==> src/hdl/snn_pkg.sv <==
package snn_pkg;

  localparam int MAX_WIDTH  = 1024;
  localparam int MAX_HEIGHT = 1024;
  localparam int COL_W      = $clog2(MAX_WIDTH);
  localparam int ROW_W      = $clog2(MAX_HEIGHT);
  localparam int SIZE_W     = 11;
  localparam int POS_W      = COL_W + ROW_W;
  localparam int DIV_CNT_W  = $clog2(POS_W);
  localparam int DIST_W     = 18;
  localparam int QDEPTH     = 4;
  localparam int QPTR_W     = $clog2(QDEPTH);
  localparam int QCNT_W     = QPTR_W + 1;
  localparam int CFG_IDX_W  = 1;

  localparam logic [CFG_IDX_W-1:0] CFG_FRAME_WIDTH  = 1'd0;
  localparam logic [CFG_IDX_W-1:0] CFG_FRAME_HEIGHT = 1'd1;

  typedef logic [23:0] rgb_t;

  typedef struct packed {
    logic       mode;
    logic [7:0] red_in;
    logic [7:0] green_in;
    logic [7:0] blue_in;
  } snn_in_t;

  typedef struct packed {
    logic [7:0]       red_out;
    logic [7:0]       green_out;
    logic [7:0]       blue_out;
    logic [COL_W-1:0] out_column;
    logic [ROW_W-1:0] out_row;
    logic             frame_last;
  } snn_out_t;

  typedef struct packed {
    rgb_t [7:0]       nb;
    rgb_t             ctr;
    logic             interior;
    logic [COL_W-1:0] col;
    logic [ROW_W-1:0] row;
    logic             last;
  } snn_work_t;

endpackage

==> src/hdl/snn_queue.sv <==
module snn_queue (
  input  logic                        clk,
  input  logic                        rst_n,
  input  logic                        push_valid,
  input  snn_pkg::snn_work_t          push_data,
  input  logic                        pop,
  output logic                        head_valid,
  output snn_pkg::snn_work_t          head_data,
  output logic [snn_pkg::QCNT_W-1:0]  count
);
  import snn_pkg::*;

  snn_work_t         entry_r [QDEPTH];
  logic [QPTR_W-1:0] wr_ptr_r, rd_ptr_r;
  logic [QCNT_W-1:0] count_r;

  always_ff @(posedge clk) begin
    if (!rst_n) begin
      wr_ptr_r <= '0;
      rd_ptr_r <= '0;
      count_r  <= '0;
    end else begin
      if (push_valid) wr_ptr_r <= wr_ptr_r + QPTR_W'(1);
      if (pop) rd_ptr_r <= rd_ptr_r + QPTR_W'(1);
      count_r <= count_r + QCNT_W'(push_valid) - QCNT_W'(pop);
    end
  end

  always_ff @(posedge clk) begin
    if (push_valid) entry_r[wr_ptr_r] <= push_data;
  end

  assign head_valid = count_r != '0;
  assign head_data  = entry_r[rd_ptr_r];
  assign count      = count_r;

endmodule

==> config.mk <==
export PLATFORM = sky130hd
export DESIGN_NAME = snn_queue
export DESIGN_NICKNAME = d
export VERILOG_FILES = /design/src/hdl/snn_pkg.sv /design/src/hdl/snn_queue.sv
export SDC_FILE = /design/constraint.sdc
export NUM_CORES = 1
export LEC_CHECK = 0
export ABC_AREA = 1
export BUFFER_PORTS_ARGS = -buffer_cell sky130_fd_sc_hd__buf_2
export CAP_MARGIN = 20
export CORE_MARGIN = 4
export CORE_UTILIZATION = 40
export DETAILED_ROUTE_END_ITERATION = 6
export PLACE_DENSITY = 0.59
export SYNTH_ARGS = -nofsm -noshare
export SYNTH_HDL_FRONTEND = slang
export SYNTH_SLANG_ARGS = --single-unit
==> constraint.sdc <==
create_clock -name clk -period 8.2 [get_ports clk]
set_clock_uncertainty 0.05 [all_clocks]
set_input_delay 0.41 -clock clk [delete_from_list [all_inputs] [get_ports clk]]
set_output_delay 0.41 -clock clk [all_outputs]
set_load 0.01 [all_outputs]
==> metrics.md <==
| Metric | Value |
|---|---|
| Slowest-stage cell, CP | `buf_4` |
| Setup_tns | `0 ns` |
| Synth top area cells | `edfxtp_1, o211ai_2, inv_1` |
| Effective utilization at floorplan | `about two fifths` |
| Gpl congestion | `~0.72` |
| Post-synth EDFFs | `approximately 950` |
| Num ports | `around 480` |
| Outcome | `finished clean` |
| Drt drc | `0` |
| Main synth FF type | `edfxtp_1` |
| First-pass GRT wire length | `~130 mm` |
| Most used cell, CP | `buf_4` |
| Yosys cell types | `16` |
| Fin crit period | `about 3.8 ns` |
| Total power | `11.2 mW` |
| TritonCTS Buffers | `between 100 and 150` |
| Slew margin rel. | `23.0%` |
| Slew Viols, Final | `0` |
| Worst Hold Depth | `3` |
| Post-Route Utilization | `roughly 50%` |
| Tcrit/Tclk final | `46.0%` |
| DR pass1 iterations | `5` |
| Die area | `slightly above 0.1 mm2` |
| Share of the synthesized area in the top cell type | `73.4%` |
| PortBufs | `483` |
| Critical Path, Cell by Cell | `buf_4 -> buf_4 -> a21oi_1 -> o21ai_0 -> nand2_1 -> buf_2` |
| Via count | `22,900` |
| Pin count of the biggest net entering global routing | `between 200 and 250` |
| Peak supply drop | `slightly below 200 uV` |
| Layout cell share with drive strength beyond 1 | `24.4%` |
| DP Area | `between 0.04 and 0.05 mm2` |
| CTS Hold Bufs | `240` |
| Top post-synthesis cells by count | `edfxtp_1, inv_1, nand2_1, a21oi_1, o21ai_0` |
| Max-cap viol count | `0` |
| Post-cts sizing count | `0` |
| Worst path max stage delay | `around 0.86 ns` |
| Layout net count | `about 3,800` |
| Clock transition at path regs | `~0.060 ns` |
| Most frequent cell after synthesis | `edfxtp_1` |
| Routed WL per cell | `16.8 um` |
| Vias in the first global route | `between 20,000 and 25,000` |
| Setup CP Type | `reg2out` |
| Power Density | `approximately 230 mW/mm2` |
| Crit path capture type | `output pin` |
| WHS | `~0.085 ns` |
| Leakage | `roughly 18 nW` |
| Later-pin clock latency in the skew report | `between 0.6 and 0.7 ns` |
| Syn Nets | `around 3,000` |
| Mean post-synth cell area | `about 14 um2` |
| Overall routing resource usage | `15.7%` |
| Placed Cells | `4,453` |
| Die Wd | `320 um` |
| Max Freq | `265 MHz` |
| Mapped cell area | `~0.039 mm2` |
| R2R cell count | `5` |
| Post-synth top area cell | `edfxtp_1` |
| Root Buffer Master | `clkbuf_16` |
| FF+latch count, synth | `between 900 and 1,000` |
| Clock sink total | `slightly below 1,000` |
| Hold Fails Final Rpt | `0` |
| Area Growth Syn to Fin | `22.9%` |
| Dpl hpwl | `47.1 mm` |
| Tightest Pin Transition | `1.16 ns` |
| Post-Route WL | `a little over 80 mm` |
| Critical Path AT | `between 3 and 4 ns` |
| Final Non-Filler Cells | `approximately 5,000` |
| Worst path depth | `6` |
| GRT overflow | `0` |
| Antenna violations before repair | `17` |
| # Post-CTS Setup Buffers | `0` |
| DIE HEIGHT | `around 320 um` |
| Drt initial violations | `between 1,000 and 1,500` |
| H-tree depth | `3` |
| WP data required | `~7.7 ns` |
| Core Region | `about 0.097 mm2` |
| CP max FO | `between 70 and 80` |
| Vias per inst | `between 4 and 5` |
| Worst path top cell family by delay | `buffers and inverters` |
| Mapped Cells | `2,831` |
| PnR worst setup slack | `about 4.4 ns` |
| CP Buf/Inv Count | `3` |
| Critical path startpoint category | `flop` |
| RSZ-0062 raised after global routing | `no` |
| Ys Warns | `0` |
| Routed Antenna Nets | `0` |
| Async SR Flop Fraction | `0%` |
| Sequential share of the synthesized area | `73.8%` |
| Num rows | `114` |
| Finished Cell Area | `~0.048 mm2` |
| CTS tree | `built` |
| Hold Crit Class | `in2reg` |
| Final setup violation count | `0` |
| Clock Path Buffers | `3` |
| Dpl ws | `5.06 ns` |
[worst register-to-register path: stages (launching register included)]
cell and delay (ns):
dfxtp_1 0.33, inv_1 0.12, ha_1 0.16, nand2_1 0.12
inv_8 0.59, buf_4 0.91
[logic make-up (layout without fill, tap and decap cells)]
logic type                 after synthesis  in the layout  share of synthesized area [%]
DFF                                    961            961                           73.8
other                                    0             16                              0
AOI/OAI and AO/OA                      724            724                           13.8
buffers and inverters                  650           1420                           7.44
adders and majority gates                7              7                          0.244
and+or+nand+nor                        489            489                           4.72
[layout by cell type, fill, tap and decap left out, types with 13 or more instances in the layout]
cell type / synthesis / layout
diode_2: 0 / 16
nand2_1: 486 / 486
clkbuf_1: 27 / 24
a21oi_1: 244 / 244
inv_1: 491 / 487
buf_4: 12 / 15
clkinv_1: 0 / 23
clkbuf_16: 0 / 106
o211ai_2: 230 / 230
buf_2: 78 / 483
dlygate4sd3_1: 0 / 240
o21ai_0: 242 / 242
clkinv_2: 0 / 13
edfxtp_1: 952 / 952
[layout make-up]
cell class / count / area [um2]
fill: 8355 / 48800
antenna: 16 / 40.0
multi-input combinational: 1220 / 7300
sequential: 961 / 28800
timing repair buffer: 745 / 5070
clock inverter: 54 / 503
inverter: 491 / 1870
tap: 1276 / 1600
clock buffer: 130 / 2740
[flip-flops by register name, indices dropped and copies added, names as in the netlist, named ones only]
name	count
wr_ptr_r	2
entry_r	952
count	3
rd_ptr_r	2
[routing by layer]
metal	vias up	wire length, um	track usage (%)	part of all wire [%]
met1	11000	33500	18.8	41
met3	137	5940	5.23	7.2
met4	2	2200	4.73	2.7
li1	11300	-	-	-
met2	509	40500	27.1	49
met5	-	11	0	0.013
[worst paths after layout]
| path | startpoint | endpoint | slack [ns] |
|---|---|---|---|
| max | flop | head_data[138] | 4.43 |
| min | push_valid | wr_ptr_r[0] | 0.08 |
| max reg2reg | wr_ptr_r[0] | entry_r[2][193] | 5.50 |
| min reg2reg | rd_ptr_r[1] | flop | 0.40 |
[where the power goes]
part / total, mW / switching, mW / internal, mW
Clock: 4.44 / 1.81 / 2.63
Combinational: 1.12 / 0.722 / 0.399
Sequential: 5.68 / 0.0575 / 5.63
Power figures use the tool's default switching activity.
