==> src/hdl/snn_pkg.sv <==
package snn_pkg;

  localparam int MAX_WIDTH  = 1024;
  localparam int MAX_HEIGHT = 1024;
  localparam int COL_W      = $clog2(MAX_WIDTH);
  localparam int ROW_W      = $clog2(MAX_HEIGHT);
  localparam int SIZE_W     = 11;
  localparam int POS_W      = COL_W + ROW_W;
  localparam int DIV_CNT_W  = $clog2(POS_W);
  localparam int DIST_W     = 18;
  localparam int QDEPTH     = 4;
  localparam int QPTR_W     = $clog2(QDEPTH);
  localparam int QCNT_W     = QPTR_W + 1;
  localparam int CFG_IDX_W  = 1;

  localparam logic [CFG_IDX_W-1:0] CFG_FRAME_WIDTH  = 1'd0;
  localparam logic [CFG_IDX_W-1:0] CFG_FRAME_HEIGHT = 1'd1;

  typedef logic [23:0] rgb_t;

  typedef struct packed {
    logic       mode;
    logic [7:0] red_in;
    logic [7:0] green_in;
    logic [7:0] blue_in;
  } snn_in_t;

  typedef struct packed {
    logic [7:0]       red_out;
    logic [7:0]       green_out;
    logic [7:0]       blue_out;
    logic [COL_W-1:0] out_column;
    logic [ROW_W-1:0] out_row;
    logic             frame_last;
  } snn_out_t;

  typedef struct packed {
    rgb_t [7:0]       nb;
    rgb_t             ctr;
    logic             interior;
    logic [COL_W-1:0] col;
    logic [ROW_W-1:0] row;
    logic             last;
  } snn_work_t;

endpackage

==> src/hdl/snn_back.sv <==
module snn_back (
  input  logic                clk,
  input  logic                rst_n,
  input  logic                head_valid,
  input  snn_pkg::snn_work_t  head_data,
  output logic                pop,
  output logic                out_valid,
  input  logic                out_ready,
  output snn_pkg::snn_out_t   out_data
);
  import snn_pkg::*;

  function automatic logic [DIST_W-1:0] sq_dist(input rgb_t a, input rgb_t b);
    logic [7:0]        d;
    logic [DIST_W-1:0] s;
    s = '0;
    for (int c = 0; c < 3; c++) begin
      d = (a[c*8 +: 8] > b[c*8 +: 8]) ? a[c*8 +: 8] - b[c*8 +: 8] : b[c*8 +: 8] - a[c*8 +: 8];
      s = s + DIST_W'(d) * DIST_W'(d);
    end
    return s;
  endfunction

  logic              b1_valid_r, out_valid_r, en_out, en_b1;
  snn_work_t         b1_work_r;
  logic [DIST_W-1:0] b1_dist_r [8];
  snn_out_t          out_data_r;
  rgb_t              avg;

  assign en_out = !out_valid_r || out_ready;
  assign en_b1  = !b1_valid_r || en_out;
  assign pop    = head_valid && en_b1;

  always_ff @(posedge clk) begin
    if (!rst_n) begin
      b1_valid_r  <= 1'b0;
      out_valid_r <= 1'b0;
    end else begin
      if (en_b1) b1_valid_r <= head_valid;
      if (en_out) out_valid_r <= b1_valid_r;
    end
  end

  always_ff @(posedge clk) begin
    if (en_b1) begin
      b1_work_r <= head_data;
      for (int k = 0; k < 8; k++) b1_dist_r[k] <= sq_dist(head_data.nb[k], head_data.ctr);
    end
  end

  always_comb begin
    rgb_t       pick;
    logic [9:0] sum;
    avg = '0;
    for (int c = 0; c < 3; c++) begin
      sum = '0;
      for (int k = 0; k < 4; k++) begin
        pick = (b1_dist_r[k] < b1_dist_r[k+4]) ? b1_work_r.nb[k] : b1_work_r.nb[k+4];
        sum  = sum + 10'(pick[c*8 +: 8]);
      end
      avg[c*8 +: 8] = sum[9:2];
    end
  end

  always_ff @(posedge clk) begin
    if (en_out) begin
      {out_data_r.red_out, out_data_r.green_out, out_data_r.blue_out} <=
        b1_work_r.interior ? avg : b1_work_r.ctr;
      out_data_r.out_column <= b1_work_r.col;
      out_data_r.out_row    <= b1_work_r.row;
      out_data_r.frame_last <= b1_work_r.last;
    end
  end

  assign out_valid = out_valid_r;
  assign out_data  = out_data_r;

endmodule

==> config.mk <==
export PLATFORM = sky130hd
export DESIGN_NAME = snn_back
export DESIGN_NICKNAME = d
export VERILOG_FILES = /design/src/hdl/snn_pkg.sv /design/src/hdl/snn_back.sv
export SDC_FILE = /design/constraint.sdc
export NUM_CORES = 2
export LEC_CHECK = 0
export BUFFER_PORTS_ARGS = -buffer_cell sky130_fd_sc_hd__buf_2
export CORE_MARGIN = 3
export CORE_UTILIZATION = 59
export DETAILED_ROUTE_END_ITERATION = 10
export GPL_TIMING_DRIVEN = 0
export PLACE_DENSITY = 0.91
export SLEW_MARGIN = 20
export SYNTH_ARGS = -nofsm -noshare
export SYNTH_HDL_FRONTEND = slang
export SYNTH_SLANG_ARGS = --single-unit
==> constraint.sdc <==
create_clock -name clk -period 10.1 [get_ports clk]
set_clock_uncertainty 0.05 [all_clocks]
set_input_delay 0.505 -clock clk [delete_from_list [all_inputs] [get_ports clk]]
set_output_delay 0.505 -clock clk [all_outputs]
set_load 0.02 [all_outputs]
==> impl_results.md <==
* Setup_tns at 0 ns
* Root Buffer: clkbuf_16
* Most frequent cell after synthesis: inv_1
* Crit-path slowest cell: or4_1
* Most common cell on crit path: fa_1
* Cell area after synthesis at 75,360 um^2
* Crit path capture type: register
* Register bit total from synthesis at roughly 430
* CTS tree: yes
* Yosys warning count at 0
* Highest Clock Rate at roughly 0.10 GHz
* Critical path launch point: head_data[42]
* Final nets at ~11,000
* Remaining antenna violation count at 1
* Synth Area per Inst at 9.937 um^2
* Worst Tran Pin Value at about 1.2 ns
* Die X at 363.4 um
* DR WL/cell at 22.70 um
* Layout cell share with drive strength beyond 1 at between 10% and 20%
* Main synth FF type: edfxtp_1
* Gate Count Post-Synth at around 7,600
* H-tree depth at 2
* Setup CP Type: in2reg
* Hold path start: head_data[129]
* Worst Path Buf+Inv at 7
* Min Clock Period, post-route at slightly below 10 ns
* GRT Util Overall at about a third
* Synth top area share at a little over 30%
* Initial antenna violation count at 110
* Layout area overhead at 9.898%
* Register area share after synthesis at 17.07%
* Final setup vio count at 0
* Tcrit/Tclk final at between 90 and 100%
* Drt initial violations at 6,242
* Clock transition at the registers of the reported paths at ~0.070 ns
* Worst skew pair latency at ~0.67 ns
* Clk sink count at approximately 430
* Global-route wire length before repair at 340,300 um
* Min-delay worst type: in2reg
* Failing checks: antenna violations
* Worst hold margin at 0.01947 ns
* Via count at 57,425
* R2r startpoint: b1_dist_r[1][1]
* Mapped Nets at 10,055
* Core box area at between 100,000 and 150,000 um^2
* Final Max Tran Viols at 0
* CTS Buf Count at 51
* Dpl hpwl at 179,300 um
* GPL Wtd Cong at between 0.9 and 1
* IO Port Bufs at 288
* Largest net degree at the start of global routing at roughly 60
* Post-synth EDFFs at ~430
* Critical Path Start Type: input pin
* Most frequent cells after synthesis: inv_1, fa_1, ha_1
* CP max FO at 10
* Crit path DAT at between 10 and 15 ns
* FP Rows at 130
* DP Cell Count at 9,528
* Top cell type by total area after synthesis: fa_1
* Synth unique cells at between 100 and 150
* # IOs at between 200 and 300
* First-pass iteration count of the detailed router at 7
* Async set or reset register ratio after synthesis at 0%
* Remaining DRCs at 0
* Pre-CTS WS at -1.427 ns
* Initial Util at roughly 60%
* Setup ws final at 0.1549 ns
* Vias per cell at 5.826
* Outcome: complete, but fails checks
* Main area contributors after synthesis: fa_1, ha_1, edfxtp_1
* Total grt overflow at 0
* Die height at 363.4 um
* Clock Path Buffers at 3
* Worst endpoint required time at ~10 ns
* Rel. slew slack at between 20% and 30%
* Final non-filler cell total at roughly 10,000
* Final hold vios at 0
* Largest delay share family, worst path: adder cells
* Overall routed net length at 223,800 um
* Die ar. at about 130,000 um^2
* Vias in the first global route at between 60,000 and 70,000
* Max-cap viol count at 0
* Crit-path max cell delay at 0.58 ns
[worst register-to-register path, delay by kind of cell, from the launching register on]
| kind | cells | cell delay [ns] |
|---|---|---|
| adder cells (fa/ha/maj) | 4 | 1.54 |
| buffers and inverters | 3 | 0.69 |
| AO/OA/AOI/OAI | 9 | 2.64 |
| XOR/XNOR | 1 | 0.14 |
| flip-flops | 1 | 0.40 |
| multiplexers | 2 | 1.13 |
[logic make-up after synthesis]
kind of cell    share of synthesized area (%)
fa+ha+maj                               48.49
buf+inv                                 10.42
simple gates                            9.210
compound gates                          7.453
flops                                   17.07
xor+xnor                                3.445
mux                                     3.914
[through the flow]
stage / util (%) / instance area (um^2)
2_1_floorplan: - / 75360
3_3_place_gp: 62.48 / 78860
3_5_place_dp: 62.63 / 79050
5_1_grt: 65.49 / 82660
4_1_cts: 64.86 / 81860
6_report: 65.61 / 82810
[path summary, 6_finish.rpt]
check / to / slack, ns / depth (start not counted)
worst max-delay path: b1_dist_r[3][17] / 0.15 / 33
worst min-delay path: b1_work_r[129] / 0.02 / 1
worst max register to register: out_data[25] / 3.22 / 19
worst min register to register: out_data[17] / 0.37 / 0
[registers in the layout, summed over array words and instances, names as in the netlist]
name / cells
b1_work_r: 238
b1_dist_r: 144
out_data: 45
out_valid: 1
b1_valid_r: 1
[per-layer routing]
layer,routed length [um],share of wire [%],global-route usage (%)
met5,144,0.064,0
met2,99620,45,52.65
met4,16920,7.6,22.26
met3,29050,13,10.61
met1,78040,35,41.41
[area by class of cell]
cell class	instances	area, um^2
Antenna cell	108	270.3
Sequential cell	429	12860
Buffer	87	432.9
Fill cell	9121	43410
Timing Repair Buffer	421	2800
Multi-Input combinational cell	5087	55000
Inverter	1978	7512
Clock buffer	54	1330
Tap cell	1650	2064
Clock inverter	42	545.5
[layout by cell type, fill, tap and decap left out, types with 13 or more instances in the layout]
cell / n
a211oi_1: 25
a21boi_0: 20
a21o_1: 120
a21oi_1: 254
a31oi_1: 28
and2_1: 59
and3_1: 34
buf_2: 309
buf_4: 71
clkbuf_1: 35
clkbuf_16: 53
clkinvlp_4: 25
diode_2: 108
dlygate4sd3_1: 62
edfxtp_1: 427
fa_1: 1151
ha_1: 1076
inv_1: 1953
mux2_2: 100
mux2i_1: 172
nand2_1: 181
nand2b_1: 128
nand3_1: 58
nand4_1: 50
nor2_1: 628
nor2b_1: 61
nor3_1: 50
o211ai_1: 19
o21a_1: 25
o21ai_0: 134
o21ai_1: 13
o21bai_1: 47
o31ai_1: 14
or2_2: 92
or3_1: 26
xnor2_1: 189
xnor2_2: 22
xor2_1: 66
xor2_2: 13
[what timing repair did]
item                                   4_1_cts  5_1_grt
resized for setup                           25       92
setup buffers                               26       38
hold buffers                                62        0
setup endpoints to repair                   22       29
endpoints found under the hold margin       63        0
pin swaps                                    0        2
Power is left out: the tool's default activity adds up to more than one toggle a clock period on the data nets, which glitch-free logic cannot reach.
